[config.mk]
export PLATFORM = sky130hd
export DESIGN_NAME = mme_front
export DESIGN_NICKNAME = d
export VERILOG_FILES = /design/src/sv/mme_pkg.sv /design/src/sv/mme_front.sv
export SDC_FILE = /design/constraint.sdc
export NUM_CORES = 1
export LEC_CHECK = 0
export ABC_AREA = 1
export BUFFER_PORTS_ARGS = -buffer_cell sky130_fd_sc_hd__clkbuf_2
export CAP_MARGIN = 0
export CORE_MARGIN = 1
export CORE_UTILIZATION = 44
export DETAILED_ROUTE_END_ITERATION = 8
export GPL_TIMING_DRIVEN = 0
export PLACE_DENSITY = 0.93
export RECOVER_POWER = 25
export SETUP_SLACK_MARGIN = 0.15
export SYNTH_ARGS = -nofsm -noshare
export SYNTH_HDL_FRONTEND = slang
export SYNTH_SLANG_ARGS = --single-unit
[constraint.sdc]
create_clock -name clk_i -period 2.4 [get_ports clk_i]
set_clock_uncertainty 0.15 [all_clocks]
set_input_delay 0.36 -clock clk_i [delete_from_list [all_inputs] [get_ports clk_i]]
set_output_delay 0.36 -clock clk_i [all_outputs]
set_load 0.05 [all_outputs]
[src/sv/mme_pkg.sv]
// shared types and constants for the matrix multiply engine
// no dependencies

package mme_pkg;

  localparam int MaxDim    = 64;
  localparam int DimW      = $clog2(MaxDim);
  localparam int ElemW     = 32;
  localparam int FracW     = 16;
  localparam int CfgW      = 7;
  localparam int CfgIdxW   = 2;
  localparam int AddrW     = 2 * DimW;
  localparam int StoreDepth = MaxDim * MaxDim;
  localparam int ProdW     = 2 * ElemW;
  localparam int AccW      = ProdW + DimW;
  localparam int CmdDepth  = 4;
  localparam int CmdPtrW   = $clog2(CmdDepth);
  localparam int ResDepth  = 2;
  localparam int ResPtrW   = $clog2(ResDepth);

  // configuration register indexes
  localparam logic [CfgIdxW-1:0] CfgRowsInUse  = 2'd0;
  localparam logic [CfgIdxW-1:0] CfgInnerInUse = 2'd1;
  localparam logic [CfgIdxW-1:0] CfgColsInUse  = 2'd2;

  localparam logic [CfgW-1:0] CfgResetDim = CfgW'(MaxDim);

  typedef enum logic [1:0] {
    OP_WRITE_A = 2'd0,
    OP_WRITE_B = 2'd1,
    OP_COMPUTE = 2'd2,
    OP_UNUSED  = 2'd3
  } mme_op_e;

  typedef enum logic [1:0] {
    KIND_WRITE_A = 2'd0,
    KIND_WRITE_B = 2'd1,
    KIND_COMPUTE = 2'd2,
    KIND_ZERO    = 2'd3
  } mme_kind_e;

  typedef enum logic [1:0] {
    BK_IDLE,
    BK_RUN,
    BK_DRAIN
  } mme_back_state_e;

  typedef struct packed {
    logic [1:0]             op;
    logic [DimW-1:0]        row_index;
    logic [DimW-1:0]        col_index;
    logic signed [ElemW-1:0] element_value;
  } mme_in_t;

  typedef struct packed {
    logic signed [ElemW-1:0] product_sum;
    logic                    saturated;
  } mme_out_t;

  typedef struct packed {
    mme_kind_e       kind;
    logic [DimW-1:0] row;
    logic [DimW-1:0] col;
    logic [ElemW-1:0] value;
    logic [CfgW-1:0] inner;
  } mme_cmd_t;

  typedef struct packed {
    logic empty;
    logic full;
  } mme_q_status_t;

endpackage

[src/sv/mme_front.sv]
// front end: configuration registers and request classification
// depends on mme_pkg

module mme_front (
  input  logic                         clk_i,
  input  logic                         rst_ni,
  input  logic                         cfg_we_i,
  input  logic [mme_pkg::CfgIdxW-1:0]  cfg_idx_i,
  input  logic [mme_pkg::CfgW-1:0]     cfg_data_i,
  input  logic                         push_i,
  input  mme_pkg::mme_in_t             item_i,
  input  mme_pkg::mme_q_status_t       q_status_i,
  output logic                         q_push_o,
  output mme_pkg::mme_cmd_t            q_cmd_o
);

  logic [mme_pkg::CfgW-1:0] rows_q, inner_q, cols_q;
  logic [mme_pkg::CfgW-1:0] inner_clamped;
  logic                     out_of_range;
  logic                     accept;

  always_ff @(posedge clk_i or negedge rst_ni) begin
    if (!rst_ni) begin
      rows_q  <= mme_pkg::CfgResetDim;
      inner_q <= mme_pkg::CfgResetDim;
      cols_q  <= mme_pkg::CfgResetDim;
    end else if (cfg_we_i) begin
      unique case (cfg_idx_i)
        mme_pkg::CfgRowsInUse:  rows_q  <= cfg_data_i;
        mme_pkg::CfgInnerInUse: inner_q <= cfg_data_i;
        mme_pkg::CfgColsInUse:  cols_q  <= cfg_data_i;
        default: ;
      endcase
    end
  end

  assign inner_clamped = (inner_q > mme_pkg::CfgResetDim) ? mme_pkg::CfgResetDim : inner_q;
  assign out_of_range  = ({1'b0, item_i.row_index} >= rows_q) ||
                         ({1'b0, item_i.col_index} >= cols_q) ||
                         (inner_q == '0);
  assign accept        = push_i && !q_status_i.full;

  always_comb begin
    q_push_o      = 1'b0;
    q_cmd_o.kind  = mme_pkg::KIND_ZERO;
    q_cmd_o.row   = item_i.row_index;
    q_cmd_o.col   = item_i.col_index;
    q_cmd_o.value = item_i.element_value;
    q_cmd_o.inner = inner_clamped;
    unique case (mme_pkg::mme_op_e'(item_i.op))
      mme_pkg::OP_WRITE_A: begin
        q_push_o     = accept;
        q_cmd_o.kind = mme_pkg::KIND_WRITE_A;
      end
      mme_pkg::OP_WRITE_B: begin
        q_push_o     = accept;
        q_cmd_o.kind = mme_pkg::KIND_WRITE_B;
      end
      mme_pkg::OP_COMPUTE: begin
        q_push_o     = accept;
        q_cmd_o.kind = out_of_range ? mme_pkg::KIND_ZERO : mme_pkg::KIND_COMPUTE;
      end
      default: q_push_o = 1'b0;
    endcase
  end

endmodule

==> qor.txt <==
Mapped Nets: 293
Synth-to-Final Area Change: 33.1%
DRT antenna net count: 0
Largest stage delay on the critical path: 0.36 ns
Reg2reg path depth: 2
Least-Margin Pin Slew: 1.09 ns
Root buf cell: clkbuf_8
Layout cell share with drive strength beyond 1: 44.5%
Initial Utilization: 47.0%
Syn. warnings: 0
Design area: 2150 µm²
Diode count: 0
Clock sinks: 21
GPL Wtd Cong: 0.771
Clk Latency, worst-skew pair: 0.26 ns
Commonest non-fill, non-tap cell in the layout: clkbuf_2
Register bit total from synthesis: 21
Share of the synthesized area in the top cell type: 27.8%
Clock Pin Slew Worst Setup and Hold Paths: 0.07 ns
CP arrival: 1.64 ns
Iteration-0 DRC Markers: 38
Synth unique cells: 15
Initial antenna violation count: 0
Clock buffer depth: 2
Number of I/O pins: 115
DRC: 0
Crit Path Class: flip-flop to output pin
CTS buffer count: 3
Die area: 3930 µm²
Worst VDD drop: 0.398 mV
Vias per std cell: 4.32
Core Rows: 21
Sequential area share after synthesis: 32.7%
Max Cap Violations: 0
CTS tree: yes
Leakage Power: 1.31 nW
Worst slew margin: 27.2%
# port buffers: 81
Synth top area cells: dfrtp_1 28%, buf_4 20%, nand2_1 11%
Critical Path Fanout Max: 3
Cells after synthesis: 220
Period utilisation layout: 89.6%
Design Power: 1.31 mW
Critical Path Sink Type: output pin
Fmax: 0.465 GHz
Post-route setup TNS: 0 ns
Outcome: completed
Largest net degree at the start of global routing: 22
Slew Limit Fails: 0
Pwr Density: 609 nW/µm²
Number of global-route vias before repair: 1361
Mean Syn Cell Area: 7.36 µm²
Hold Vio Cnt, Final: 0
Commonest non-fill, non-tap cells in the layout: 77 x clkbuf_2, 48 x nand2_1, 46 x buf_4
Most Frequent Cell on Critical Path: nand2_1
Fill cells: 326
DR pass1 iterations: 4
Core Box Area: 3440 µm²
GRT Total Usage: 16.4%
Cell Area, Synth: 1620 µm²
Hold crit path type: input pin to flip-flop
First-pass GRT wire length: 5240 µm
CP max-delay cell: dfrtp_1
RSZ-0062 raised after global routing: false
Final HPWL from detailed placement: 2880 µm
Yosys top cell by area: dfrtp_1
Final min period: 2.15 ns
Congestion Overflow GR: 0
Final setup vio count: 0
Nets: 382
Die height: 62.7 µm
Required time of the critical path: 1.89 ns
CTS H-tree depth: 1
Die Wd: 62.7 µm
Startpoint types: flip-flop
Crit-path cells: inv_1 > ha_1 > a21oi_1 > nand2_1 > a21oi_2 > nand3_1 > nand2_1 > nand2_1 > buf_6
Via count: 1528
Wire per inst: 9.39 µm
Hold Path Cell Cnt: 3
Placed cell areas: 2080 µm²
Final WL: 3320 µm
==> metrics by stage <==
step	cells	hold WS, ns	setup slack [ns]	util [%]
floorplan	220	-0.0856	0.433	-
global placement	347	0.190	0.346	60.5
detailed placement	347	0.197	0.343	60.5
CTS	352	0.220	0.161	62.2
global route	354	0.243	0.135	62.6
finish	354	0.215	0.250	62.6
==> synthesized netlist by cell type, drive strengths merged <==
master  number
o21ai       22
nor3         1
dfrtp       18
a21oi        2
o31ai        1
nand3        8
buf         47
inv         40
clkbuf       2
nor2        16
ha          12
nand2       48
dfstp        3
==> worst max-delay path, delay by kind of cell (launching register included) <==
family	cells	cell delay [ns]
compound gates	2	0.26
buf+inv	2	0.20
fa+ha+maj	1	0.29
simple gates	4	0.26
flops	1	0.36
==> registers in the layout (all words and copies together) (netlist names) <==
name     count
cols_q       7
rows_q       7
inner_q      7
==> worst paths after layout <==
path,from,endpoint,slack [ns]
max,rows_q[2],q_cmd_o[51],0.25
min,cfg_data_i[6],rows_q[6],0.22
max reg2reg,inner_q[6],inner_q[6],1.45
min reg2reg,cols_q[5],cols_q[5],0.34
max in group asynchronous,rst_ni,inner_q[5],0.78
min in group asynchronous,rst_ni,cols_q[0],0.67
==> power breakdown <==
| part | total (mW) | internal [mW] | switching (mW) |
|---|---|---|---|
| clock network | 0.229 | 0.116 | 0.114 |
| logic | 0.621 | 0.209 | 0.413 |
| registers | 0.461 | 0.417 | 0.0447 |
==> kinds of logic (layout without fill, tap and decap cells) <==
family | after synthesis | after routing | share of synthesized area, %
buffers and inverters | 89 | 177 | 32.2
AOI/OAI and AO/OA | 25 | 25 | 8.19
and+or+nand+nor | 73 | 73 | 17.6
DFF | 21 | 21 | 32.7
adders and majority gates | 12 | 12 | 9.27
==> repair_timing <==
action,in CTS,in global routing
pin swaps,0,0
endpoints found under the setup margin,1,1
gates resized for setup,1,7
hold buffers,1,0
hold endpoints to repair,18,0
setup buffers,0,2
==> cell type report <==
class,instances,area (µm²),share of cell area [%]
buffer,49,349,16.2
clock buffer,3,41.3,1.92
clock inverter,1,5.00,0.232
inverter,40,150,6.97
multi-input combinational,110,589,27.4
sequential,21,529,24.6
tap,46,57.6,2.67
timing repair buffer,84,433,20.1
==> routing by layer <==
metal,vias up,global-route usage (%),share of wire (%)
met2,56,31.4,53
met1,668,18.1,40
met3,4,2.01,5.4
met5,-,0,0
met4,0,6.10,1.4
li1,800,-,-
Note: power is estimated with default switching activity, not from simulation.
