===== src/sv/mme_pkg.sv =====
// shared types and constants for the matrix multiply engine
// no dependencies

package mme_pkg;

  localparam int MaxDim    = 64;
  localparam int DimW      = $clog2(MaxDim);
  localparam int ElemW     = 32;
  localparam int FracW     = 16;
  localparam int CfgW      = 7;
  localparam int CfgIdxW   = 2;
  localparam int AddrW     = 2 * DimW;
  localparam int StoreDepth = MaxDim * MaxDim;
  localparam int ProdW     = 2 * ElemW;
  localparam int AccW      = ProdW + DimW;
  localparam int CmdDepth  = 4;
  localparam int CmdPtrW   = $clog2(CmdDepth);
  localparam int ResDepth  = 2;
  localparam int ResPtrW   = $clog2(ResDepth);

  // configuration register indexes
  localparam logic [CfgIdxW-1:0] CfgRowsInUse  = 2'd0;
  localparam logic [CfgIdxW-1:0] CfgInnerInUse = 2'd1;
  localparam logic [CfgIdxW-1:0] CfgColsInUse  = 2'd2;

  localparam logic [CfgW-1:0] CfgResetDim = CfgW'(MaxDim);

  typedef enum logic [1:0] {
    OP_WRITE_A = 2'd0,
    OP_WRITE_B = 2'd1,
    OP_COMPUTE = 2'd2,
    OP_UNUSED  = 2'd3
  } mme_op_e;

  typedef enum logic [1:0] {
    KIND_WRITE_A = 2'd0,
    KIND_WRITE_B = 2'd1,
    KIND_COMPUTE = 2'd2,
    KIND_ZERO    = 2'd3
  } mme_kind_e;

  typedef enum logic [1:0] {
    BK_IDLE,
    BK_RUN,
    BK_DRAIN
  } mme_back_state_e;

  typedef struct packed {
    logic [1:0]             op;
    logic [DimW-1:0]        row_index;
    logic [DimW-1:0]        col_index;
    logic signed [ElemW-1:0] element_value;
  } mme_in_t;

  typedef struct packed {
    logic signed [ElemW-1:0] product_sum;
    logic                    saturated;
  } mme_out_t;

  typedef struct packed {
    mme_kind_e       kind;
    logic [DimW-1:0] row;
    logic [DimW-1:0] col;
    logic [ElemW-1:0] value;
    logic [CfgW-1:0] inner;
  } mme_cmd_t;

  typedef struct packed {
    logic empty;
    logic full;
  } mme_q_status_t;

endpackage


===== src/sv/mme_cmd_queue.sv =====
// short request queue between the front end and the back end
// depends on mme_pkg

module mme_cmd_queue (
  input  logic                   clk_i,
  input  logic                   rst_ni,
  input  logic                   push_i,
  input  mme_pkg::mme_cmd_t      cmd_i,
  input  logic                   pop_i,
  output mme_pkg::mme_cmd_t      cmd_o,
  output mme_pkg::mme_q_status_t status_o
);

  mme_pkg::mme_cmd_t              entries_q [mme_pkg::CmdDepth];
  logic [mme_pkg::CmdPtrW-1:0]    wr_ptr_q, rd_ptr_q;
  logic [mme_pkg::CmdPtrW:0]      count_q;
  logic                           do_push, do_pop;

  assign status_o.empty = (count_q == '0);
  assign status_o.full  = (count_q == (mme_pkg::CmdPtrW+1)'(mme_pkg::CmdDepth));
  assign do_push        = push_i && !status_o.full;
  assign do_pop         = pop_i && !status_o.empty;
  assign cmd_o          = entries_q[rd_ptr_q];

  always_ff @(posedge clk_i or negedge rst_ni) begin
    if (!rst_ni) begin
      wr_ptr_q <= '0;
      rd_ptr_q <= '0;
      count_q  <= '0;
    end else begin
      if (do_push) wr_ptr_q <= wr_ptr_q + 1'b1;
      if (do_pop)  rd_ptr_q <= rd_ptr_q + 1'b1;
      unique case ({do_push, do_pop})
        2'b10:   count_q <= count_q + 1'b1;
        2'b01:   count_q <= count_q - 1'b1;
        default: count_q <= count_q;
      endcase
    end
  end

  always_ff @(posedge clk_i) begin
    if (do_push) entries_q[wr_ptr_q] <= cmd_i;
  end

endmodule


===== config.mk =====
export PLATFORM = sky130hd
export DESIGN_NAME = mme_cmd_queue
export DESIGN_NICKNAME = d
export VERILOG_FILES = /design/src/sv/mme_pkg.sv /design/src/sv/mme_cmd_queue.sv
export SDC_FILE = /design/constraint.sdc
export NUM_CORES = 1
export LEC_CHECK = 0
export ABC_AREA = 1
export BUFFER_PORTS_ARGS = -buffer_cell sky130_fd_sc_hd__clkbuf_2
export CAP_MARGIN = 20
export CORE_UTILIZATION = 45
export DETAILED_ROUTE_END_ITERATION = 6
export GPL_TIMING_DRIVEN = 1
export PLACE_DENSITY = 0.77
export RECOVER_POWER = 50
export SLEW_MARGIN = 30
export SYNTH_ARGS = -nofsm -noshare
export SYNTH_HDL_FRONTEND = slang
export SYNTH_SLANG_ARGS = --single-unit

===== constraint.sdc =====
create_clock -name clk_i -period 5.45 [get_ports clk_i]
set_input_delay 0.545 -clock clk_i [delete_from_list [all_inputs] [get_ports clk_i]]
set_output_delay 0.545 -clock clk_i [all_outputs]
set_load 0.01 [all_outputs]

==> out/results.tsv, run 1 <==
metric	value	unit
hold_violations	0	
yosysSeqAreaShare	0.743	
cap_viol_max_count	2	
detail_route.iter0.violations	284	
start_util	0.465	
sw_frac_of_total	0.342	
fillers	1615	
cts_root_buffer	clkbuf_16	
gp_congestion	0.702	
final.setup.tns	0	ns
grt_max_degree	148	
place_area	9580	um^2
grt_pass1_vias	4999	
synth_cell_type_count	17	
track_usage	0.169	
worstPathMaxFanout	36	
period_share	0.609	
overflow	0	
synth_edf_count	212	
core_area	19000	um^2
start_kind	register	
syn_to_final_growth	16.2	%
tightestPinTransition	1.80	ns
yosys.area.top_type_share	0.723	
grt_pass1_wl	26.0	mm
io_buffers	111	
setup_violations	0	
syn-mean-instance-area	13.0	um^2
cts_tree	yes	
cts_buffers	23	
htreeDepth	1	
ioPinCount	112	
rsz0062_at_grt	false	
syn_area	8810	um^2
cp.required	5.59	ns
yosysTopAreaCell	edfxtp_1	
synthTopCellsByArea	edfxtp_1, o211ai_1, nand2_1	
power.leakage	4.06	nW
min_path_type	in -> reg	
holdWs	0.296	ns
first_pass_iters	4	
fmax	301	MHz
max_slew_margin	-0.202	
cts_sinks	219	
hpwl	9.94	mm
combPwrFrac	0.306	
seqPwrFrac	0.424	
violations	max-capacitance violations, max-slew violations	
finalMaxSlewViolations	38	
ys_seq_elements	219	
wire_per_inst	15.9	um
synth_common_cells	edfxtp_1, nand2_1, inv_1	
cts.path.max_buffers	3	
endpoint_kind	register	
worstPathArrival	3.46	ns
ys_warn_count	0	
regArea	6550	um^2
yosysMostFrequentCell	edfxtp_1	
power.share.clock	0.270	
num_vias	5341	
synthArstFlopShare	0.0320	
peakVddDrop	0.271	mV
period_needed	3.32	ns
power.switching	1.91	mW
p_per_area	547	nW/um^2
drcViolationCount	0	
clkTransAtPathRegs	0.06	ns
syn_nets	742	
drive_above_1_share	0.120	
outcome	finished, violations left	
final_cells	1064	
insertion_delay	0.50	ns
multi_input_area	1630	um^2
fin_skew	0.00657	ns
die-height	142	um
p_int	3.69	mW
synth_flop_cell	edfxtp_1	
rows	50	
critPathKind	reg -> reg	
antenna_found_initial	1	
nets	850	
design_area	10200	um^2
routed_via_density	5.02	
detail-route-antenna-nets	0	
die_w	142	um
routed_wl	16.9	mm
placedCellCount	1021	
dieArea	20100	um^2
netlist_instances	679	
-- power by group through the flow --
| stage | Clock (mW) | Sequential (mW) | Combinational [mW] |
|---|---|---|---|
| 5_1_grt | 1.61 | 2.40 | 1.93 |
| 6_report | 1.51 | 2.37 | 1.72 |
| 3_3_place_gp | 0 | 2.39 | 1.73 |
| 4_1_cts | 1.54 | 2.37 | 1.77 |
| 2_1_floorplan | 0 | 2.34 | 1.22 |
| 3_5_place_dp | 0 | 2.41 | 1.76 |
-- worst max-delay path: stages, from the launching register on --
cell and delay, ns:
dfrtp_1 0.35, inv_1 0.08, nand3_1 0.17, nand2_1 0.26, nor2_1 1.40, buf_4 0.67
-- worst paths after layout --
kind	startpoint	endpoint	slack, ns	cells after the start
setup / recovery	count_q[1]$_DFFE_PN0P_	entries_q[0][50]$_DFFE_PP_	2.13	5
hold / removal	cmd_i[22]	entries_q[0][22]$_DFFE_PP_	0.30	1
setup reg to reg	count_q[1]$_DFFE_PN0P_	entries_q[0][50]$_DFFE_PP_	2.13	5
hold reg to reg	count_q[0]$_DFFE_PN0P_	count_q[0]$_DFFE_PN0P_	0.47	1
max in group asynchronous	rst_ni	rd_ptr_q[1]$_DFFE_PN0P_	4.63	2
min in group asynchronous	rst_ni	count_q[1]$_DFFE_PN0P_	0.49	2
-- kinds of logic (layout without fill, tap and decap cells) --
logic type | count (synthesis) | count (layout) | share of synthesized area
flip-flops | 219 | 219 | 0.743
AND/OR/NAND/NOR | 189 | 189 | 0.0818
buffers and inverters | 157 | 281 | 0.0742
AO/OA/AOI/OAI | 107 | 107 | 0.0909
adder cells (fa/ha/maj) | 6 | 6 | 0.00938
XOR/XNOR | 1 | 1 | 0.000995
other | 0 | 1 | 0
-- metrics by stage --
| step | power [mW] | setup slack (ns) | utilization |
|---|---|---|---|
| 2_1_floorplan | 3.56 | 2.06 | - |
| 3_3_place_gp | 4.13 | 2.30 | 0.505 |
| 3_5_place_dp | 4.17 | 2.61 | 0.505 |
| 4_1_cts | 5.68 | 2.07 | 0.544 |
| 5_1_grt | 5.94 | 1.84 | 0.540 |
| 6_report | 5.60 | 2.13 | 0.540 |
-- registers in the layout, summed over array words and instances (netlist names) --
register and cells:
wr_ptr_q 2, rd_ptr_q 2, entries_q 212, count_q 3
-- metal layers --
metal,track usage,part of all wire,up-vias
met5,0,0,-
met4,0.0458,0.021,0
met3,0.0364,0.056,31
met2,0.288,0.49,148
met1,0.220,0.43,2589
li1,-,-,2573
-- cells in the final DEF, fill, tap and decap left out, types with 2 or more instances in the layout --
| cell | n |
|---|---|
| edfxtp_1 | 212 |
| nand2_1 | 177 |
| inv_1 | 121 |
| o211ai_1 | 106 |
| clkbuf_1 | 59 |
| clkbuf_2 | 55 |
| clkbuf_16 | 23 |
| nand3_1 | 7 |
| clkinv_1 | 7 |
| dfrtp_1 | 6 |
| ha_1 | 5 |
| buf_4 | 5 |
| clkinv_2 | 4 |
| bufinv_16 | 3 |
| nor2_4 | 2 |
| nor2_1 | 2 |
-- repair_timing --
action,4_1_cts,5_1_grt
setup buffers,0,0
hold buffers,1,0
hold endpoints to repair,7,0
gates resized for setup,0,0
-- cell type report --
type	instances	share of cell area
diodes	1	0.000244
clock buffers	26	0.0573
clock inverters	15	0.0142
inverters	123	0.0461
multi-input cells	303	0.159
flip-flops and latches	219	0.639
well taps	260	0.0318
repair buffers	117	0.0521
No activity file was read; power rests on OpenSTA's default activity.
==> run 2: changes to the inputs <==
--- a/config.mk
+++ b/config.mk
@@ -11,7 +11,7 @@
 export CORE_UTILIZATION = 45
 export DETAILED_ROUTE_END_ITERATION = 6
 export GPL_TIMING_DRIVEN = 1
-export PLACE_DENSITY = 0.77
+export PLACE_DENSITY = 0.79
 export RECOVER_POWER = 50
 export SLEW_MARGIN = 30
 export SYNTH_ARGS = -nofsm -noshare
==> constraint.sdc (replaced) <==
create_clock -name clk_i -period 3 [get_ports clk_i]
set_input_delay 0.3 -clock clk_i [delete_from_list [all_inputs] [get_ports clk_i]]
set_output_delay 0.3 -clock clk_i [all_outputs]
set_load 0.01 [all_outputs]
==> run 2 against run 1 <==
Effect of this change:
- the run now ends clean
- routed wire length is 7.1% lower
- global-route usage down 1.1 points
- design area grew 0.44%
- sequential share of layout area shrank 0.30 points
- count of clock-buffer cells in the layout is 2 lower
- utilization is 0.24 points higher
- hold slack lost 0.23 ns
- largest power group unchanged
- power grew 80%
- combinational power is 94% higher
==> out/results.tsv, run 2 (same netlist as run 1, synthesis figures left out) <==
metric	value	unit
outcome	complete, no violations	
gp_congestion	0.756	
reg_top3	entries_q (212), count_q (3)	
holdWs	0.0637	ns
post_cts_buffers	0	
largest_reg_flops	212	
track_usage	0.158	
io_buffers	111	
overflow	0	
seqPwrFrac	0.415	
num_vias	5213	
final_cell_mix	edfxtp_1, nand2_1, inv_1	
path_cells	inv_1 -> nand3_1 -> nand2_1 -> nor2_4 -> clkbuf_1	
cts.path.max_buffers	3	
die-height	142	um
grt_pass1_wl	24.3	mm
cts_buffers	23	
routed_wl	15.7	mm
cts_tree	yes	
start_kind	register	
place_area	9670	um^2
antenna_found_initial	0	
cp.required	3.10	ns
ioPinCount	112	
critPathKind	reg -> reg	
period_needed	2.41	ns
max_slew_margin	0.138	
htreeDepth	1	
detail_route.iter0.violations	219	
final_cells	1068	
power.switching	3.45	mW
fillers	1579	
tightestPinTransition	1.29	ns
cts_root_buffer	clkbuf_16	
min_path_cells	1	
drive_above_1_share	0.126	
design_area	10300	um^2
worstPathArrival	2.51	ns
path_depth	5	
finalMaxSlewViolations	0	
wire_per_inst	14.7	um
first_pass_iters	5	
min_path_type	in -> reg	
die_w	142	um
final_common_cell	edfxtp_1	
cpLargestDelayFamily	buffers and inverters	
max_stage_delay	0.95	ns
syn_to_final_growth	16.7	%
hpwl	9.07	mm
cp_num_buf_inv	2	
rows	50	
cts_sinks	219	
drcViolationCount	0	
p_per_area	978	nW/um^2
antenna_cells	0	
grt_pass1_vias	4921	
cts_hold_buffers	2	
sw_frac_of_total	0.343	
reg2reg_depth	5	
cap_viol_max_count	0	
p_int	6.60	mW
fin_skew	0.00721	ns
hold_violations	0	
placedCellCount	1027	
setup_violations	0	
nets	857	
core_area	19000	um^2
period_share	0.804	
routed_via_density	4.88	
combPwrFrac	0.331	
postCtsResizedCells	0	
insertion_delay	0.49	ns
top_register	entries_q	
worstPathMaxFanout	19	
dieArea	20100	um^2
rsz0062_at_grt	false	
start_util	0.465	
grt_max_degree	129	
fmax	414	MHz
clkTransAtPathRegs	0.06	ns
power.leakage	4.08	nW
detail-route-antenna-nets	0	
power.total	10.1	mW
endpoint_kind	register	
peakVddDrop	0.579	mV
power.share.clock	0.254	
critPathSlowestCell	clkbuf_1	
run 2: cell types whose count changed in the layout (fill, tap and decap cells not counted), sizes merged:
cell | before | now
buf | 5 | 9
bufinv | 3 | 1
dlygate4sd3 | 1 | 2
clkinvlp | 0 | 1
diode | 1 | 0
clkinv | 11 | 12
run 2: metrics by stage:
stage	setup slack (ns)	utilization	TNS (ns)
after floorplan	-0.392	-	-83.17
after global placement	0.936	0.510	0
after detailed placement	0.817	0.510	0
after CTS	0.699	0.547	0
after global routing	0.425	0.542	0
final	0.587	0.542	0
run 2: path summary, 6_finish.rpt:
| check | from | endpoint | slack, ns |
|---|---|---|---|
| max | count_q[0]$_DFFE_PN0P_ | entries_q[1][39]$_DFFE_PP_ | 0.59 |
| min reg2reg | count_q[0]$_DFFE_PN0P_ | count_q[0]$_DFFE_PN0P_ | 0.50 |
| max reg2reg | count_q[0]$_DFFE_PN0P_ | entries_q[1][39]$_DFFE_PP_ | 0.59 |
| min in group asynchronous | rst_ni | count_q[1]$_DFFE_PN0P_ | 0.26 |
| min | cmd_i[39] | entries_q[0][39]$_DFFE_PP_ | 0.06 |
| max in group asynchronous | rst_ni | rd_ptr_q[1]$_DFFE_PN0P_ | 2.42 |
run 2: layout make-up:
class	instances	area, um^2	area share
clock buffer	24	579	0.0563
clock inverter	15	103	0.00998
inverter	123	467	0.0454
multi-input combinational	303	1640	0.159
sequential	219	6540	0.636
tap	260	325	0.0316
timing repair buffer	124	631	0.0613
run 2: per-layer routing:
| metal | vias to the layer above | track usage | wire (um) |
|---|---|---|---|
| met4 | 0 | 0.0487 | 388 |
| met2 | 134 | 0.288 | 7960 |
| li1 | 2585 | - | - |
| met5 | - | 0 | 0 |
| met3 | 39 | 0.0351 | 859 |
| met1 | 2455 | 0.186 | 6540 |
run 2: power groups by stage:
| stage | clock [mW] | sequential, mW | combinational [mW] |
|---|---|---|---|
| 2_1_floorplan | 0 | 4.25 | 2.22 |
| 3_3_place_gp | 0 | 4.22 | 3.31 |
| 3_5_place_dp | 0 | 4.24 | 3.41 |
| 4_1_cts | 2.62 | 4.18 | 3.42 |
| 5_1_grt | 2.74 | 4.22 | 3.71 |
| 6_report | 2.55 | 4.18 | 3.33 |
==> run 3: changes to the inputs <==
==> constraint.sdc (replaced) <==
create_clock -name clk_i -period 2.1 [get_ports clk_i]
set_input_delay 0.21 -clock clk_i [delete_from_list [all_inputs] [get_ports clk_i]]
set_output_delay 0.21 -clock clk_i [all_outputs]
set_load 0.01 [all_outputs]
==> run 3 against run 2 <==
Effect of this change:
- clock power up 43%
- first-iteration DRC count rose by 20%
- register-to-register slack got worse by 0.37 ns
- cell count increased by 6.0%
- utilization grew 3.6 points
- critical path depth did not move
- sequential power is 43% higher
- die area did not move
- largest cell class unchanged
- largest power group unchanged
==> out/results.tsv, run 3 (same netlist as run 1, synthesis figures left out) <==
metric	value	unit
outcome	complete, no violations	
worstPathMaxFanout	24	
syn_to_final_growth	24.5	%
tightestPinTransition	0.493	ns
final_cells	1132	
fmax	502	MHz
hpwl	9.67	mm
endpoint_kind	output port	
routed_via_density	4.83	
rows	50	
period_needed	1.99	ns
peakVddDrop	0.819	mV
cp_num_buf_inv	3	
place_area	9790	um^2
die-height	142	um
dieArea	20100	um^2
track_usage	0.170	
first_pass_iters	4	
cpLargestDelayFamily	buffers and inverters	
fin_skew	0.00666	ns
detail-route-antenna-nets	0	
cap_viol_max_count	0	
start_util	0.465	
ioPinCount	112	
min_path_type	in -> async	
cts_root_buffer	clkbuf_16	
path_cells	clkinv_2 -> buf_12 -> o211ai_1 -> nand2_1 -> clkbuf_2	
start_kind	register	
max_stage_delay	0.39	ns
power.total	14.7	mW
critPathKind	reg -> out	
routed_wl	16.7	mm
rsz0062_at_grt	false	
wire_per_inst	14.8	um
antenna_found_initial	0	
antenna_cells	0	
critPathSlowestCell	dfrtp_2	
cp-startpoint	rd_ptr_q[1]$_DFFE_PN0P_	
top_register	entries_q	
gp_congestion	0.803	
dp_slack	0.337	ns
grt_max_degree	56	
cp.required	1.89	ns
drcViolationCount	0	
grt_pass1_wl	26.5	mm
clkTransAtPathRegs	0.06	ns
htreeDepth	1	
cts_buffers	23	
period_share	0.948	
worstPathArrival	1.78	ns
p_per_area	1340	nW/um^2
placedCellCount	1033	
overflow	0	
final_common_cell	edfxtp_1	
cts_sinks	219	
die_w	142	um
io_buffers	111	
cts.path.max_buffers	3	
power.leakage	4.37	nW
final.setup.tns	0	ns
nets	919	
setup_violations	0	
r2r-start	count_q[0]$_DFFE_PN0P_	
hold_violations	0	
design_area	11000	um^2
final_cell_mix	edfxtp_1, nand2_1, inv_1	
detail_route.iter0.violations	263	
cts_tree	yes	
finish.utilization	0.578	
core_area	19000	um^2
num_vias	5462	
max_slew_margin	0.671	
finalMaxSlewViolations	0	
reg_top3	entries_q (212), count_q (3)	
grt_pass1_vias	5377	
fin_ws	0.109	ns
fillers	1508	
holdWs	0.149	ns
drive_above_1_share	0.126	
largest_reg_flops	212	
insertion_delay	0.50	ns
## run 3: cell types whose count changed in the layout (fill, tap and decap cells not counted), moves of 2 or more
cell,previous run,this run
buf_12,4,7
clkbuf_1,59,64
clkbuf_2,55,57
dlygate4sd3_1,2,56
buf_6,0,3
clkinv_1,6,4
## run 3: layer usage
layer | routed length (um) | GRT usage | part of all wire | vias up
met5 | 0 | 0 | 0 | -
met4 | 374 | 0.0504 | 0.022 | 0
met3 | 727 | 0.0283 | 0.044 | 26
met2 | 8690 | 0.308 | 0.52 | 129
met1 | 6910 | 0.207 | 0.41 | 2593
li1 | - | - | - | 2714
## run 3: worst register-to-register path, cell delays in order (launching register included)
cell and delay, ns:
dfrtp_1 0.35, inv_1 0.09, nand3_1 0.14, nand2_1 0.10, clkbuf_1 0.25, nor2_1 0.23, buf_4 0.38
## run 3: power breakdown
group          switching, mW  internal (mW)  total [mW]
Sequential             0.222           5.75        5.98
Combinational           3.26           1.83        5.09
Clock                   1.51           2.14        3.65
Total                   4.99           9.72        14.7
## run 3: cell type report
type	instances	area (um^2)	share of cell area
clock buffers	32	609	0.0556
clock inverters	9	68.8	0.00628
inverters	123	475	0.0434
multi-input cells	303	1640	0.149
flip-flops and latches	219	6540	0.597
well taps	260	325	0.0297
repair buffers	185	1300	0.118
repair inverters	1	8.76	0.000799
## run 3: path summary, 6_finish.rpt
kind | endpoint | depth (start not counted) | slack [ns]
worst max-delay path | cmd_o[2] | 5 | 0.11
min in group clk_i | count_q[0]$_DFFE_PN0P_ | 1 | 0.47
max in group asynchronous | rd_ptr_q[0]$_DFFE_PN0P_ | 2 | 1.64
worst max register to register | entries_q[0][21]$_DFFE_PP_ | 6 | 0.22
worst min register to register | count_q[0]$_DFFE_PN0P_ | 1 | 0.47
worst min-delay path | count_q[2]$_DFFE_PN0P_ | 2 | 0.15
## run 3: repair_timing
item / CTS / global route
pin swaps: 0 / 0
setup buffers: 0 / 1
resized for setup: 1 / 6
hold buffers: 56 / 0
setup endpoints to repair: 23 / 48
cloned: 0 / 1
hold endpoints to repair: 223 / 0
